### src/sv/tpct_pkg.sv
// ----------------------------------------------------------------------------
// tpct_pkg
// Shared constants, codes and types of the TCP probe connection tracker.
// ----------------------------------------------------------------------------
package tpct_pkg;

    localparam int DEF_TABLE_ENTRIES = 64;

    localparam int IN_W  = 240;   // packed input word, byte aligned
    localparam int OUT_W = 104;   // packed result word, byte aligned
    localparam int CFG_W = 16;

    localparam logic [5:0]  FLAG_MASK     = 6'h3F;
    localparam logic [31:0] ACK_WINDOW    = 32'd2;
    localparam logic [16:0] MIN_HDR_BYTES = 17'd40;

    localparam logic [5:0] FL_SYN_ACK = 6'h12;
    localparam logic [5:0] FL_FIN_ACK = 6'h11;
    localparam logic [5:0] FL_RST     = 6'h04;
    localparam logic [5:0] FL_RST_ACK = 6'h14;

    typedef enum logic [2:0] {
        ACT_IGNORED   = 3'd0,
        ACT_INSERTED  = 3'd1,
        ACT_DUPLICATE = 3'd2,
        ACT_FULL      = 3'd3,
        ACT_MATCHED   = 3'd4,
        ACT_FWD_DEL   = 3'd5,
        ACT_NONE      = 3'd6
    } action_t;

    typedef enum logic [1:0] {
        REG_LINK_OFFSET = 2'd0,
        REG_CLEANUP     = 2'd1,
        REG_EXPIRE      = 2'd2
    } cfg_reg_t;

    typedef struct packed {
        logic [31:0] stamp_sec;
        logic [19:0] stamp_usec;
        logic [31:0] ack;
        logic [31:0] ports;
        logic [63:0] addrs;
    } entry_t;

    // controller -> datapath
    typedef struct packed {
        logic load;
        logic scan_clr;
        logic scan_run;
        logic sweep_mode;
        logic commit;
    } cmd_t;

    // datapath -> controller
    typedef struct packed {
        logic sweep_due;
        logic scan_done;
        logic out_free;
    } sts_t;

endpackage

### src/sv/tpct_ctrl.sv
// ----------------------------------------------------------------------------
// tpct_ctrl
// Sequencer: accept word, optional expiry sweep, lookup scan, commit.
// ----------------------------------------------------------------------------
module tpct_ctrl
    import tpct_pkg::*;
(
    input  logic clk,
    input  logic rst_n,
    input  logic in_tvalid,
    output logic in_tready,
    input  sts_t sts,
    output cmd_t cmd
);

    typedef enum logic [2:0] {
        S_IDLE,
        S_CHOOSE,
        S_SWEEP,
        S_RECLR,
        S_LOOK,
        S_COMMIT
    } state_t;

    state_t state_reg, state_next;

    always_comb
    begin
        state_next = state_reg;
        cmd        = '0;
        in_tready  = 1'b0;
        unique case (state_reg)
            S_IDLE:
            begin
                in_tready = 1'b1;
                if (in_tvalid)
                begin
                    cmd.load   = 1'b1;
                    state_next = S_CHOOSE;
                end
            end
            S_CHOOSE:
            begin
                cmd.scan_clr = 1'b1;
                state_next   = sts.sweep_due ? S_SWEEP : S_LOOK;
            end
            S_SWEEP:
            begin
                cmd.scan_run   = 1'b1;
                cmd.sweep_mode = 1'b1;
                if (sts.scan_done)
                    state_next = S_RECLR;
            end
            S_RECLR:
            begin
                cmd.scan_clr = 1'b1;
                state_next   = S_LOOK;
            end
            S_LOOK:
            begin
                cmd.scan_run = 1'b1;
                if (sts.scan_done)
                    state_next = S_COMMIT;
            end
            S_COMMIT:
            begin
                if (sts.out_free)
                begin
                    cmd.commit = 1'b1;
                    state_next = S_IDLE;
                end
            end
            default: state_next = S_IDLE;
        endcase
    end

    always_ff @(posedge clk or negedge rst_n)
    begin
        if (!rst_n)
            state_reg <= S_IDLE;
        else
            state_reg <= state_next;
    end

endmodule

### config.mk
export PLATFORM = sky130hd
export DESIGN_NAME = tpct_ctrl
export DESIGN_NICKNAME = d
export VERILOG_FILES = /design/src/sv/tpct_pkg.sv /design/src/sv/tpct_ctrl.sv
export SDC_FILE = /design/constraint.sdc
export NUM_CORES = 1
export LEC_CHECK = 0
export BUFFER_PORTS_ARGS = -buffer_cell sky130_fd_sc_hd__buf_2
export CAP_MARGIN = 20
export CORE_AREA = 2 2 39 41
export DETAILED_ROUTE_END_ITERATION = 7
export DIE_AREA = 0 0 41 43
export HOLD_SLACK_MARGIN = 0.03
export REMOVE_ABC_BUFFERS = 1
export SLEW_MARGIN = 20
export SYNTH_ARGS = -nofsm -noshare
export SYNTH_HDL_FRONTEND = slang
export SYNTH_SLANG_ARGS = --single-unit
### constraint.sdc
create_clock -name clk -period 1.2 [get_ports clk]
set_clock_uncertainty 0.2 [all_clocks]
set_input_delay 0 -clock clk [delete_from_list [all_inputs] [get_ports clk]]
set_output_delay 0 -clock clk [all_outputs]
set_load 0.1 [all_outputs]
==> metrics.csv, run 1 <==
stage,metric,value,unit
placed_design,Post-Place Worst Slack,-0.160,ns
critical_path,"delay-heaviest family, CP",flip-flops,
clock_tree,CTS Hold Bufs,4,
detailed_routing,Pre-antenna DRT Iters,3,
critical_path,worst endpoint data arrival time,1.28,ns
layout,Final nets,57,
critical_path,CP required,1.00,ns
floorplan,Ports,12,
critical_path,Setup crit end,cmd[4],
timing,RSZ-0062 raised after global routing,true,
placed_design,Port-buffer cells,11,
global_route,largest net degree at the start of global routing,9,
clock_tree,H-tree levels,1,
logic_synthesis,post-synth top area share,33.3,%
clock_tree,Worst-path clk slew,0.04,ns
critical_path,CP max stage cell,dfrtp_2,
critical_path,reg-to-reg endpoint,state_reg[0],
timing,relative slew slack,85.1,%
outcome,status,"finished, violations left",
layout,share of cells above drive strength 1,58.0,%
logic_synthesis,simple-gate area share of the yosys netlist,37.2,%
layout,Final Cell Area,538,um2
floorplan,die width,41,um
outcome,failing checks,"negative hold slack, negative setup slack",
timing,Final setup viols,8,
clock_tree,Root Driver,clkbuf_4,
detailed_routing,Vias/cell,4.14,
logic_synthesis,synth unique cells,16,
critical_path,RR Startpoint,state_reg[2],
critical_path,"Buf+Inv Stages, Crit Path",2,
logic_synthesis,"flops & latches, synth",3,
placed_design,HPWL after detailed placement,431,um
layout,Largest register FFs,3,
detailed_routing,Avg WL per Cell,10.5,um
logic_synthesis,cell accounting for the most synthesized area,dfrtp_1,
global_route,antenna violations before repair,0,
floorplan,Die Span Y,43,um
detailed_routing,post-route DRC violation count,0,
layout,Antenna diodes,0,
clock_tree,CTS tree,yes,
timing,Slew @ Worst Pin,0.221,ns
logic_synthesis,"Cell Area, Synth",225,um2
timing,crit path time final,1.48,ns
critical_path,crit-path max FO,7,
detailed_routing,Post-DRT Antenna Nets,0,
timing,slack of the critical path,-0.277,ns
timing,hold slack final,-0.0630,ns
logic_synthesis,Synth Area in Adders,0,%
critical_path,CP Cell Sequence,nor4b_4 -> buf_4 -> buf_12,
logic_synthesis,post-synthesis mux area share,6.67,%
clock_tree,worst-skew pair later-pin latency,0.23,ns
global_route,number of global-route vias before repair,281,
detailed_routing,DR vias,273,
clock_tree,Longest Clk Path Bufs,2,
placed_design,RD Place Congestion,0.649,
logic_synthesis,Compound-Gate Fraction of Synth Area,12.2,%
detailed_routing,DRT Wirelength,695,um
worst_hold_path,HP Class,in -> reg,
critical_path,worst r2r path cells,3,
timing,hold violation count in the final report,1,
logic_synthesis,YS warnings,0,
critical_path,critical path launch point type,flop,
logic_synthesis,largest family of logic cells by synthesized area,simple AND/OR/NAND/NOR gates,
detailed_routing,DR iter-0 viols,2,
logic_synthesis,Synth Area in XOR/XNOR,3.89,%
timing,max-slew violation count,0,
logic_synthesis,Synth area leaders,"dfrtp_1 (33%), buf_2 (6.7%), mux2_4 (6.7%), and4bb_1 (5.6%), nand2b_1 (5.6%)",
global_route,first-pass GRT wire length,1170,um
critical_path,kind of critical path,reg -> out,
floorplan,core area,1380,um2
floorplan,die area,1760,um2
logic_synthesis,Mean Syn Cell Area,9.38,um2
critical_path,"slowest stage delay, CP",0.45,ns
floorplan,# rows,14,
logic_synthesis,sequential area share after synthesis,33.3,%
floorplan,initial core utilization,16.3,%
clock_tree,Clock Sinks,3,
placed_design,placed inst area,428,um2
timing,Tcrit/Tclk final,123,%
global_route,total global routing overflow,0,
clock_tree,CTS Buf Count,3,
job,total of max-cap violations,0,
critical_path,Worst Setup SP,state_reg[0],
timing,f_max,677,MHz
critical_path,CP Capture Type,primary output,
global_route,gr usage total,10.3,%
logic_synthesis,Gate Count Post-Synth,24,
layout,Synth-to-Final Area Change,139,%
critical_path,number of cells on the critical path,3,
critical_path,FF-to-FF setup slack,-0.20,ns
-- how the worst min path moves through the flow --
stage	slack, ns	startpoint	endpoint	cells past startpoint
finish	-0.06	sts[1]	state_reg[0]	3
global route	-0.06	sts[1]	state_reg[0]	3
floorplan	-0.50	rst_n	state_reg[0]	0
CTS	-0.08	sts[1]	state_reg[0]	3
detailed placement	-0.40	rst_n	state_reg[1]	1
global placement	-0.40	rst_n	state_reg[0]	1
-- Yosys cell counts --
master    number
nand2b_1       2
nand3b_1       1
a21oi_1        2
nor4bb_1       1
dfrtp_1        3
mux2_4         1
nor2_1         3
nor4b_1        1
a211o_1        1
nor3_1         1
nor2b_1        1
and4bb_1       1
buf_2          3
a22o_1         1
and4b_1        1
xnor2_1        1
-- final cells by class --
cell class,count,area (um2)
Sequential cell,3,77.6
Clock buffer,4,26.3
Fill cell,141,846
Timing Repair Buffer,25,262
Tap cell,16,20.0
Multi-Input combinational cell,18,153
-- layout by cell type, fill, tap and decap left out, types with 2 or more instances in the layout --
master,instances
dlygate4sd3_1,4
clkbuf_4,3
dfrtp_2,2
a21oi_1,2
buf_2,6
nand2b_1,2
buf_12,6
nor2_1,2
buf_4,8
-- per-layer routing --
metal	track usage (%)	vias to the layer above	share of wire, %
met3	6.81	0	5.3
met5	0	-	0
li1	-	139	-
met2	14.4	7	49
met4	4.00	0	0
met1	12.0	127	45
-- logic make-up after synthesis --
group,after synthesis
flip-flops,3
AND/OR/NAND/NOR,12
XOR/XNOR,1
multiplexers,1
AO/OA/AOI/OAI,4
buffers and inverters,3
-- metrics by stage --
| step | utilization (%) | std cells | TNS (ns) |
|---|---|---|---|
| 2_1_floorplan | - | 21 | -8.55 |
| 3_3_place_gp | 30.9 | 55 | -0.571 |
| 3_5_place_dp | 30.9 | 55 | -0.722 |
| 4_1_cts | 38.9 | 66 | -1.74 |
| 5_1_grt | 38.9 | 66 | -2.13 |
| 6_report | 38.9 | 66 | -1.63 |
-- worst register-to-register path: stages, from the launching register on --
cell and delay (ns):
dfrtp_1 0.39, buf_4 0.15, mux2_4 0.29, a211o_1 0.26
-- repair_timing --
item	4_1_cts	5_1_grt
buffers inserted	3	0
pin swaps	2	0
setup endpoints to repair	9	9
resized for setup	7	0
endpoints found under the hold margin	6	1
Power of run 1 is left out: the tool's default activity adds up to more than one toggle a clock period on the data nets, which glitch-free logic cannot reach.
==> inputs of run 2 (changes only) <==
--- a/config.mk
+++ b/config.mk
@@ -5,8 +5,9 @@
 export SDC_FILE = /design/constraint.sdc
 export NUM_CORES = 1
 export LEC_CHECK = 0
+export ABC_AREA = 1
 export BUFFER_PORTS_ARGS = -buffer_cell sky130_fd_sc_hd__buf_2
-export CAP_MARGIN = 20
+export CAP_MARGIN = 40
 export CORE_AREA = 2 2 39 41
 export DETAILED_ROUTE_END_ITERATION = 7
 export DIE_AREA = 0 0 41 43
==> run 2 against run 1 <==
Net effect:
- the flow finishes with violations (negative setup slack)
- global-route usage shrank 0.61 points
- maximum frequency is 4.2% higher
- utilization up 5.3 points
- synthesized cell count increased by 50%
- highest routed layer unchanged
- area after synthesis is 1.7% lower
- via count grew 21%
==> metrics.csv, run 2 <==
stage,metric,value,unit
outcome,status,"finished, violations left",
outcome,failing checks,negative setup slack,
logic_synthesis,synth unique cells,9,
timing,f_max,705,MHz
layout,FILL cells,140,
layout,Antenna diodes,0,
critical_path,reg-to-reg endpoint,state_reg[2],
layout,Final nets,75,
detailed_routing,Avg WL per Cell,8.87,um
critical_path,CP Cell Sequence,nor2_2 -> nand2_1 -> nor2_2 -> buf_12,
detailed_routing,DR iter-0 viols,3,
critical_path,CP most frequent cell,nor2_2,
timing,Tcrit/Tclk final,118,%
timing,RSZ-0062 raised after global routing,true,
layout,Largest register FFs,3,
layout,share of cells above drive strength 1,58.8,%
logic_synthesis,sequential area share after synthesis,33.9,%
floorplan,Ports,12,
timing,setup_tns,-1.30,ns
floorplan,initial core utilization,16.0,%
global_route,number of global-route vias before repair,327,
logic_synthesis,"Cell Area, Synth",221,um2
critical_path,number of cells on the critical path,4,
critical_path,worst endpoint data arrival time,1.22,ns
critical_path,critical path launch point type,flop,
floorplan,die width,41,um
clock_tree,Worst-path clk slew,0.03,ns
clock_tree,worst-skew pair later-pin latency,0.23,ns
logic_synthesis,"EDFF count, synth",0,
clock_tree,Longest Clk Path Bufs,2,
detailed_routing,post-route DRC violation count,0,
worst_hold_path,HP Class,in -> out,
clock_tree,CTS tree,yes,
clock_tree,CTS Buf Count,3,
global_route,first-pass GRT wire length,1120,um
critical_path,Worst Setup SP,state_reg[0],
logic_synthesis,cell accounting for the most synthesized area,dfrtp_1,
clock_tree,Clock Sinks,3,
logic_synthesis,post-synth top area share,33.9,%
timing,Final setup viols,8,
logic_synthesis,Mean Syn Cell Area,6.15,um2
detailed_routing,Routed met3 length,19,um
critical_path,Setup crit end,cmd[4],
floorplan,Die Span Y,43,um
logic_synthesis,Async SR Flop Fraction,100,%
placed_design,RD Place Congestion,0.722,
floorplan,core area,1380,um2
detailed_routing,DRT Wirelength,745,um
critical_path,"Buf+Inv Stages, Crit Path",1,
logic_synthesis,Post-synth top flop,dfrtp_1,
detailed_routing,Vias/cell,3.92,
clock_tree,Root Driver,clkbuf_4,
critical_path,kind of critical path,reg -> out,
detailed_routing,DR top layer,met3,
layout,"commonest non-fill, non-tap cell in the layout",nand2_1,
detailed_routing,WL met1,230,um
critical_path,RR Startpoint,state_reg[1],
detailed_routing,Pre-antenna DRT Iters,3,
logic_synthesis,Gate Count Post-Synth,36,
placed_design,Port-buffer cells,11,
global_route,gr usage total,9.66,%
timing,hold violation count in the final report,0,
floorplan,# rows,14,
critical_path,crit-path max FO,4,
logic_synthesis,Synth area leaders,"dfrtp_1 (34%), inv_1 (15%), nand2_1 (15%), nand3_1 (9.0%), nor2_2 (8.5%)",
timing,max-slew violation count,0,
layout,highest-count cells in the layout ignoring fill and taps,"nand2_1 (9), buf_4 (7), inv_1 (6), dlygate4sd3_1 (6), buf_12 (6)",
global_route,largest net degree at the start of global routing,6,
clock_tree,H-tree levels,1,
global_route,total global routing overflow,0,
job,total of max-cap violations,0,
critical_path,"slowest stage delay, CP",0.41,ns
critical_path,"delay-heaviest family, CP",flip-flops,
floorplan,die area,1760,um2
critical_path,CP max stage cell,dfrtp_1,
critical_path,FF-to-FF setup slack,-0.19,ns
placed_design,HPWL after detailed placement,461,um
detailed_routing,DR vias,329,
timing,Slew @ Worst Pin,0.190,ns
logic_synthesis,Synth top cells by count,"inv_1 (9), nand2_1 (9), nand3_1 (4), nor2_1 (4)",
logic_synthesis,YS warnings,0,
detailed_routing,Post-DRT Antenna Nets,0,
timing,slack of the critical path,-0.218,ns
timing,crit path time final,1.42,ns
critical_path,CP Capture Type,primary output,
logic_synthesis,"flops & latches, synth",3,
global_route,antenna violations before repair,0,
critical_path,CP required,1.00,ns
detailed_routing,Routed met2 length,495,um
timing,relative slew slack,87.3,%
layout,Synth-to-Final Area Change,176,%
critical_path,worst r2r path cells,8,
## run 2: cell families after synthesis
logic type / after synthesis / synth area share [%]
buffers and inverters: 9 / 15.3
AOI/OAI and AO/OA: 2 / 5.65
DFF: 3 / 33.9
and+or+nand+nor: 22 / 45.2
## run 2: tightest hold or removal path: cells and delay by family
kind          cells  cell delay (ns)
buf+inv           3             0.32
simple gates      1             0.05
## run 2: stage by stage
step / cells / util (%) / instance area, um2 / setup WS (ns) / hold WS (ns)
2_1_floorplan: 36 / - / 221 / -1.13 / -0.496
3_3_place_gp: 69 / 31.2 / 432 / -0.0671 / -0.404
3_5_place_dp: 69 / 31.2 / 432 / -0.0902 / -0.402
4_1_cts: 83 / 41.7 / 577 / -0.233 / 0.161
5_1_grt: 84 / 44.2 / 612 / -0.278 / 0.178
6_report: 84 / 44.2 / 612 / -0.218 / 0.166
## run 2: metal layers
metal / up-vias / track usage [%]
met5: - / 0
li1: 170 / -
met1: 155 / 8.09
met3: 0 / 1.57
met2: 4 / 17.5
met4: 0 / 8.00
## run 2: final cells by class
class,count,area [um2],share of cell area (%)
sequential,3,76.3,12.5
timing repair buffer,28,303,49.5
tap,16,20.0,3.27
multi-input combinational,24,153,24.9
inverter,9,33.8,5.52
clock buffer,4,26.3,4.29
## run 2: worst min path at each step
| stage | end | slack [ns] | depth (start not counted) | start |
|---|---|---|---|---|
| after floorplan | state_reg[0] | -0.50 | 0 | rst_n |
| final | cmd[0] | 0.17 | 4 | sts[0] |
| after CTS | cmd[4] | 0.16 | 4 | in_tvalid |
| after global routing | cmd[4] | 0.18 | 4 | in_tvalid |
| after global placement | state_reg[1] | -0.40 | 1 | rst_n |
| after detailed placement | state_reg[2] | -0.40 | 1 | rst_n |
## run 2: what timing repair did
item                                    CTS  global route
endpoints found under the setup margin    8             9
gates cloned                              0             0
buffers inserted                          4             1
hold buffers                              6             0
hold endpoints to repair                  6             0
resized for setup                         8             9
pin swaps                                 3             1
Power of run 2 is left out for the same reason.
==> inputs of run 3 (changes only) <==
--- a/config.mk
+++ b/config.mk
@@ -9,9 +9,12 @@
 export BUFFER_PORTS_ARGS = -buffer_cell sky130_fd_sc_hd__buf_2
 export CAP_MARGIN = 40
 export CORE_AREA = 2 2 39 41
+export CTS_BUF_LIST = sky130_fd_sc_hd__clkbuf_4
 export DETAILED_ROUTE_END_ITERATION = 7
 export DIE_AREA = 0 0 41 43
+export GPL_TIMING_DRIVEN = 0
 export HOLD_SLACK_MARGIN = 0.03
+export MAX_ROUTING_LAYER = met4
 export REMOVE_ABC_BUFFERS = 1
 export SLEW_MARGIN = 20
 export SYNTH_ARGS = -nofsm -noshare
==> run 3 against run 2 <==
Net effect:
- the flow still finishes with violations (negative setup slack)
- die area is the same
- worst hold slack gained 0.026 ns
- worst setup slack lost 0.017 ns
- cell area shrank 7.4%
- sequential share of layout area grew 1.2 points
- first-iteration DRC count shrank 100%
==> metrics.csv, run 3 (synthesis results as in run 2) <==
stage,metric,value,unit
timing,relative slew slack,86.7,%
detailed_routing,Avg WL per Cell,10.0,um
critical_path,number of cells on the critical path,4,
timing,crit path time final,1.44,ns
critical_path,worst endpoint data arrival time,1.24,ns
timing,RSZ-0062 raised after global routing,true,
placed_design,HPWL after detailed placement,397,um
worst_hold_path,HP Class,in -> out,
job,total of max-cap violations,0,
timing,max-slew violation count,0,
critical_path,CP Capture Type,primary output,
floorplan,Ports,12,
clock_tree,Root Driver,clkbuf_4,
floorplan,# rows,14,
floorplan,die area,1760,um2
timing,hold violation count in the final report,0,
critical_path,Setup crit end,cmd[4],
critical_path,RR Startpoint,state_reg[2],
critical_path,FF-to-FF setup slack,-0.12,ns
critical_path,"slowest stage delay, CP",0.41,ns
floorplan,die width,41,um
clock_tree,Longest Clk Path Bufs,2,
outcome,status,"finished, violations left",
critical_path,"Buf+Inv Stages, Crit Path",1,
layout,"commonest non-fill, non-tap cell in the layout",nand2_1,
placed_design,RD Place Congestion,0.701,
timing,Final setup viols,8,
detailed_routing,post-route DRC violation count,0,
clock_tree,CTS tree,yes,
timing,f_max,697,MHz
critical_path,crit-path max FO,3,
layout,Largest register FFs,3,
critical_path,Worst Setup SP,state_reg[1],
outcome,failing checks,negative setup slack,
detailed_routing,Routed met3 length,21,um
layout,Synth-to-Final Area Change,156,%
critical_path,reg-to-reg endpoint,state_reg[2],
critical_path,critical path launch point type,flop,
global_route,largest net degree at the start of global routing,6,
critical_path,"delay-heaviest family, CP",flip-flops,
global_route,total global routing overflow,0,
detailed_routing,DR top layer,met4,
timing,hold slack final,0.192,ns
layout,share of cells above drive strength 1,60.7,%
critical_path,worst r2r path cells,6,
critical_path,CP most frequent cell,nor2_4,
detailed_routing,DRT Wirelength,773,um
detailed_routing,DR vias,315,
global_route,antenna violations before repair,0,
layout,register area,77.6,um2
layout,FILL cells,144,
timing,Slew @ Worst Pin,0.198,ns
detailed_routing,Vias/cell,4.09,
worst_hold_path,Worst Hold Launch,sts[0],
global_route,gr usage total,11.4,%
layout,Final nets,68,
detailed_routing,Post-DRT Antenna Nets,0,
placed_design,Port-buffer cells,11,
floorplan,Die Span Y,43,um
timing,Tcrit/Tclk final,120,%
clock_tree,CTS Buf Count,3,
layout,footprint of the multi-input gates,168,um2
critical_path,CP Cell Sequence,nor2_4 -> nand2_4 -> nor2_4 -> buf_12,
critical_path,CP required,1.00,ns
detailed_routing,Pre-antenna DRT Iters,1,
layout,Final Core Density,41.0,%
detailed_routing,WL met1,232,um
clock_tree,Clock Sinks,3,
floorplan,initial core utilization,16.0,%
clock_tree,H-tree levels,1,
critical_path,kind of critical path,reg -> out,
global_route,number of global-route vias before repair,331,
clock_tree,Worst-path clk slew,0.04,ns
critical_path,CP max stage cell,dfrtp_1,
layout,Antenna diodes,0,
floorplan,core area,1380,um2
clock_tree,worst-skew pair later-pin latency,0.23,ns
timing,slack of the critical path,-0.235,ns
detailed_routing,Routed met2 length,489,um
global_route,first-pass GRT wire length,1220,um
detailed_routing,DR iter-0 viols,0,
layout,highest-count cells in the layout ignoring fill and taps,"nand2_1 (8), inv_1 (6), dlygate4sd3_1 (6), buf_12 (6), buf_2 (5)",
[run 3: cell type report]
type | count | area share, %
multi-input cells | 24 | 29.6
clock buffers | 4 | 5.30
flip-flops and latches | 3 | 13.7
well taps | 16 | 3.53
inverters | 9 | 6.40
repair buffers | 21 | 41.5
[run 3: worst min path at each step]
| stage | endpoint | cells after the start |
|---|---|---|
| after CTS | cmd[0] | 4 |
| after global placement | state_reg[1] | 1 |
| after floorplan | state_reg[0] | 0 |
| after global routing | cmd[0] | 4 |
| final | cmd[0] | 4 |
| after detailed placement | state_reg[1] | 1 |
[run 3: timing repair]
| action | in CTS | in global routing |
|---|---|---|
| resized for setup | 31 | 12 |
| pin swaps | 5 | 2 |
| hold buffers | 6 | 0 |
| setup endpoints to repair | 8 | 8 |
| buffers inserted | 4 | 0 |
| hold endpoints to repair | 6 | 0 |
[run 3: metal layers]
layer / track usage, % / up-vias
met1: 8.74 / 148
met3: 1.57 / 2
li1: - / 159
met2: 19.4 / 6
met5: - / -
met4: 12.7 / 0
[run 3: per-stage QoR]
stage	setup slack, ns	instances	TNS (ns)	instance area (um2)
CTS	-0.229	77	-1.28	526
floorplan	-1.13	36	-4.41	221
global placement	-0.169	63	-0.848	297
finish	-0.235	77	-1.28	567
global route	-0.304	77	-1.89	567
detailed placement	-0.191	63	-0.900	297
[run 3: worst register-to-register path: stages (launching register included)]
cell and delay, ns:
dfrtp_2 0.43, buf_4 0.15, nor2_2 0.16, nand2_1 0.08, nand2_1 0.08, nand3_2 0.08
nand2_1 0.08
Power of run 3 is left out for the same reason.
